**src/design/adam_optimizer_update_unit_macros.svh**
```systemverilog
// assertion helpers for the update unit rtl
`ifndef ADAM_OPTIMIZER_UPDATE_UNIT_MACROS_SVH
`define ADAM_OPTIMIZER_UPDATE_UNIT_MACROS_SVH

// same-cycle implication, disabled in reset
`define ADAM_ASSERT_IMPL(lbl, ante, cons, msg) \
  lbl: assert property (@(posedge clk_i) disable iff (!rst_ni) (ante) |-> (cons)) \
    else $error(msg);

// next-cycle implication, disabled in reset
`define ADAM_ASSERT_NEXT(lbl, ante, cons, msg) \
  lbl: assert property (@(posedge clk_i) disable iff (!rst_ni) (ante) |=> (cons)) \
    else $error(msg);

`endif

```
**src/design/adam_pkg.sv**
```systemverilog
`timescale 1ns / 1ps
package adam_pkg;

  localparam int unsigned DEPTH = 4096;
  localparam int unsigned IDX_W = $clog2(DEPTH);

  // divider operand sizes
  localparam int unsigned DIV_NUM_W = 96;
  localparam int unsigned DIV_DEN_W = 33;
  localparam int unsigned DIV_Q_W   = 64;
  localparam int unsigned DIV_CNT_W = 7;

  // configuration register indexes
  localparam logic [1:0] CFG_LEARNING_RATE = 2'd0;
  localparam logic [1:0] CFG_BETA_FIRST    = 2'd1;
  localparam logic [1:0] CFG_BETA_SECOND   = 2'd2;
  localparam logic [1:0] CFG_EPSILON_TERM  = 2'd3;

  localparam logic [23:0] LR_RESET  = 24'd16777;
  localparam logic [31:0] B1_RESET  = 32'd3865470566;
  localparam logic [31:0] B2_RESET  = 32'd4290672329;
  localparam logic [23:0] EPS_RESET = 24'd1;

  // 1.0 in unsigned q1.32
  localparam logic [32:0] ONE_Q32 = 33'h1_0000_0000;

endpackage

```
**src/design/adam_div.sv**
```systemverilog
`timescale 1ns / 1ps
module adam_div (
  input  logic                               clk_i,
  input  logic                               rst_ni,
  input  logic                               start_i,
  input  logic [adam_pkg::DIV_NUM_W-1:0]     dividend_i,
  input  logic [adam_pkg::DIV_CNT_W-1:0]     count_i,
  input  logic [adam_pkg::DIV_DEN_W-1:0]     divisor_i,
  output logic                               done_o,
  output logic [adam_pkg::DIV_Q_W-1:0]       quot_o
);
  import adam_pkg::*;

  // restoring divider, one quotient bit per cycle, msb of dividend first
  logic                 busy_q;
  logic                 done_q;
  logic                 ovf_q;
  logic [DIV_CNT_W-1:0] cnt_q;
  logic [DIV_NUM_W-1:0] sh_q;
  logic [DIV_DEN_W-1:0] rem_q;
  logic [DIV_DEN_W-1:0] divisor_q;
  logic [DIV_Q_W-1:0]   quot_q;

  logic [DIV_DEN_W:0]   r_sh;
  logic                 ge;
  logic [DIV_DEN_W:0]   r_sub;

  assign r_sh  = {rem_q, sh_q[DIV_NUM_W-1]};
  assign ge    = r_sh >= {1'b0, divisor_q};
  assign r_sub = r_sh - {1'b0, divisor_q};

  always_ff @(posedge clk_i or negedge rst_ni) begin
    if (!rst_ni) begin
      busy_q <= 1'b0;
      done_q <= 1'b0;
      cnt_q  <= '0;
    end else begin
      done_q <= 1'b0;
      if (start_i) begin
        busy_q <= 1'b1;
        cnt_q  <= count_i;
      end else if (busy_q) begin
        cnt_q <= cnt_q - DIV_CNT_W'(1);
        if (cnt_q == DIV_CNT_W'(1)) begin
          busy_q <= 1'b0;
          done_q <= 1'b1;
        end
      end
    end
  end

  always_ff @(posedge clk_i) begin
    if (start_i) begin
      sh_q      <= dividend_i;
      rem_q     <= '0;
      quot_q    <= '0;
      ovf_q     <= 1'b0;
      divisor_q <= divisor_i;
    end else if (busy_q) begin
      sh_q   <= {sh_q[DIV_NUM_W-2:0], 1'b0};
      ovf_q  <= ovf_q | quot_q[DIV_Q_W-1];
      quot_q <= {quot_q[DIV_Q_W-2:0], ge};
      rem_q  <= ge ? r_sub[DIV_DEN_W-1:0] : r_sh[DIV_DEN_W-1:0];
    end
  end

  assign done_o = done_q;
  assign quot_o = ovf_q ? '1 : quot_q;

endmodule

```
**config.mk**
```make
export PLATFORM = sky130hd
export DESIGN_NAME = adam_div
export DESIGN_NICKNAME = d
export VERILOG_FILES = /design/src/design/adam_optimizer_update_unit_macros.svh /design/src/design/adam_pkg.sv /design/src/design/adam_div.sv
export SDC_FILE = /design/constraint.sdc
export NUM_CORES = 1
export LEC_CHECK = 0
export ABC_AREA = 1
export BUFFER_PORTS_ARGS = -buffer_cell sky130_fd_sc_hd__buf_2
export CAP_MARGIN = 20
export CORE_ASPECT_RATIO = 1.4
export CORE_MARGIN = 5
export CORE_UTILIZATION = 50
export DETAILED_ROUTE_END_ITERATION = 16
export PLACE_DENSITY = 0.75
export SYNTH_ARGS = -nofsm -noshare
export SYNTH_HDL_FRONTEND = slang
export SYNTH_SLANG_ARGS = --single-unit
```
**constraint.sdc**
```tcl
create_clock -name clk_i -period 3.76 [get_ports clk_i]
set_input_delay 0.376 -clock clk_i [delete_from_list [all_inputs] [get_ports clk_i]]
set_output_delay 0.376 -clock clk_i [all_outputs]
set_load 0.005 [all_outputs]
```
==> out/results.txt <==
CP top delay family -> simple AND/OR/NAND/NOR gates
Max FO, Critical Path -> 24
Post-synth cell types -> 39
Finish-stage setup viols -> 0
Crit path top cell by count -> nand2_2
Layout Utilization -> 59.1%
R2r endpoint -> rem_q[12]$_SDFFE_PP0P_
Initial DRC count -> 493
Mapped cell area -> 12200 µm²
Core area -> 24000 µm²
Die Wd -> 142 µm
Vias per cell -> 4.97
Syn Area/Cell -> 7.86 µm²
Peak supply drop -> 354 µV
Overflow left after global routing -> 0
Chip height -> 194 µm
Final-report max-slew violation count -> 0
Register area -> 6060 µm²
Buf/Inv on CP -> 2
Commonest non-fill, non-tap cells in the layout -> nand2_1 (665), inv_1 (231), buf_2 (202)
CP Launch Type -> flop
Crit. End Element -> flop
Area delta synth->final -> 16.6%
Share of cells above drive strength 1 -> 19.2%
Slew HR -> 49.2%
Combinational power share -> 9.0%
I/O pin count -> 204
Syn nets -> 1721
Die Area -> 27600 µm²
Hold path depth -> 1
PD cells -> 409 nW/µm²
Sw Ratio -> 23.8%
Setup bufs post-CTS -> 0
Tcrit/Tclk final -> 68.3%
Worst-path clk slew -> 0.06 ns
Largest net degree at the start of global routing -> 75
Hold Path Sink -> divisor_q[24]$_DFFE_PP_
Final instance area -> 14200 µm²
Leak -> 7.70 nW
R2R depth -> 13
Setup TNS -> 0 ns
Cts-stage hold buffer count -> 1
Switching Power -> 1.38 mW
Crit path required time -> 4.21 ns
Outcome -> complete, no violations
RR Startpoint -> sh_q[95]$_DFFE_PP_
DRC Markers -> 0
Clock root buffer -> clkbuf_16
Nets -> 1908
Max incr delay on CP -> 0.44 ns
Yosys reg bits -> 236
Final hold vios -> 0
CTS max path bufs -> 3
Post-place instance area -> 13400 µm²
Commonest non-fill, non-tap cell in the layout -> nand2_1
Total global routing track utilization -> 21.0%
Clock share of power -> 40.2%
Yosys warns -> 0
Sink Count -> 236
RePlAce Congestion -> 0.949
Core Rows -> 67
Starting density of the core -> 50.7%
Max cap viols -> 0
Worst-Margin Slew -> 0.762 ns
Hold path startpoint -> divisor_i[24]
Final ANT Viol Nets -> 0
Post-synthesis sequential area ratio -> 49.9%
Routed WL -> 29800 µm
Htree depth -> 1
Hold Path Class -> in -> reg
Critical path arrival -> 3.02 ns
CTS tree -> built
Initial antenna violation count -> 7
Crit path cell chain -> inv_1 > ha_1 > inv_1 > fa_1 > nand3_1 > nand3_2 > nand2_1 > nand2_2 > nand2_2 > nand2_4 > nor2_8 > nand2_2 > nand3_2
Vias -> 10253
First-pass DRT Iterations -> 5
Wirelength per Cell -> 14.4 µm
Pint -> 4.42 mW
Reg2Reg Setup Slack -> 1.19 ns
Fmax -> 390 MHz
Post-CTS sizing -> 0
Global-route wire length before repair -> 47700 µm
Mapped Cells -> 1546
Port buffer count -> 203
Filler Cell Count -> 2260
Hpwl dp -> 22200 µm
Critical path type -> reg -> reg
Vias in the first global route -> 10067
Clk_skew -> 0.0168 ns
Clock Latency Late Sink -> 0.52 ns
Sequential share of power -> 50.8%
Min Tclk post-route -> 2.57 ns
Clock buffer count from CTS -> 24
CP max-delay cell -> nor2_8
Multi-input gate area -> 4920 µm²
RSZ-0062 raised after global routing -> no
-- power groups by stage --
stage / Combinational, mW / Sequential [mW] / Clock [mW]
2_1_floorplan: 0.350 / 2.99 / 0
3_3_place_gp: 0.515 / 3.00 / 0
3_5_place_dp: 0.525 / 3.00 / 0
4_1_cts: 0.528 / 2.95 / 2.38
5_1_grt: 0.594 / 2.96 / 2.49
6_report: 0.523 / 2.95 / 2.33
-- stage by stage --
stage	cells	worst slack, ns	total power [mW]	hold WS (ns)
finish	2064	1.19	5.80	0.0277
global route	2064	0.940	6.04	0.00610
CTS	2061	1.16	5.86	0.00444
detailed placement	2016	1.17	3.53	0.246
global placement	2016	1.25	3.51	0.238
floorplan	1546	1.23	3.34	0.0804
-- worst max path at each step --
| stage | from | to | slack [ns] | depth (start not counted) |
|---|---|---|---|---|
| CTS | sh_q[95]$_DFFE_PP_ | rem_q[2]$_SDFFE_PP0P_ | 1.16 | 13 |
| floorplan | start_i | sh_q[0]$_SDFFCE_PN0P_ | 1.23 | 4 |
| detailed placement | sh_q[95]$_DFFE_PP_ | rem_q[2]$_SDFFE_PP0P_ | 1.17 | 13 |
| global route | divisor_q[8]$_DFFE_PP_ | rem_q[12]$_SDFFE_PP0P_ | 0.94 | 12 |
| global placement | sh_q[95]$_DFFE_PP_ | rem_q[0]$_SDFFE_PP0P_ | 1.25 | 13 |
| finish | sh_q[95]$_DFFE_PP_ | rem_q[12]$_SDFFE_PP0P_ | 1.19 | 13 |
-- layout make-up --
type                    count  share of cell area (%)
flip-flops and latches    236                    42.8
multi-input cells        1015                    34.7
repair buffers            215                    7.84
inverters                 241                    6.42
clock buffers              32                    4.74
well taps                 310                    2.74
clock inverters            12                   0.706
diodes                      3                  0.0530
-- state kept, by name, indices dropped and copies added, names as in the netlist --
signal / flops
divisor_q: 33
quot_q: 64
done_o: 1
busy_q: 1
cnt_q: 7
sh_q: 96
ovf_q: 1
rem_q: 33
-- synth_stat cells --
cell type      count  share of area [%]
o21bai_1           4               0.25
inv_1            231                7.1
buf_12             2               0.33
clkbuf_1          40                1.2
a22oi_1            1              0.062
nor4_1             1              0.052
nor3_2             1              0.082
inv_2              8               0.25
nand3b_1           2               0.12
nand3_2           24                2.0
clkinv_1           2              0.062
xor2_1            17                1.2
dfxtp_1           98                 16
and2_1             4               0.21
nor2_8             1               0.16
ha_1              35                3.6
a21oi_1           19               0.78
nor2_4             3               0.28
nand2_4            2               0.19
a21oi_4            2               0.27
nand2_1          665                 21
nand2_2           36                1.9
o22ai_1           64                3.3
dfrtp_1            9                1.9
dlygate4sd1_1      2               0.14
nor2_2             5               0.26
fa_1               1               0.16
nand4_1            9               0.46
buf_2              2              0.082
buf_6              3               0.28
buf_1              5               0.15
nor2_1            47                1.5
nand3_1           52                2.1
edfxtp_1         129                 32
nor3_1             5               0.21
o21ai_0            7               0.29
o211ai_1           3               0.19
xnor2_1            2               0.14
o221ai_1           3               0.22
-- kinds of logic (layout without fill, tap and decap cells) --
family	Yosys count	in the layout	synth area share, %
AND/OR/NAND/NOR	857	857	30.0
buffers and inverters	295	500	9.67
flip-flops	236	236	49.9
AO/OA/AOI/OAI	103	103	5.34
adder cells (fa/ha/maj)	36	36	3.77
XOR/XNOR	19	19	1.37
other	0	3	0
-- per-layer routing --
layer	global-route usage (%)	wire length [µm]	up-vias
li1	-	-	5219
met1	24.1	11500	4681
met2	38.2	15600	266
met3	3.98	1580	79
met4	7.68	1040	8
met5	0	53	-
Power figures use the tool's default switching activity.
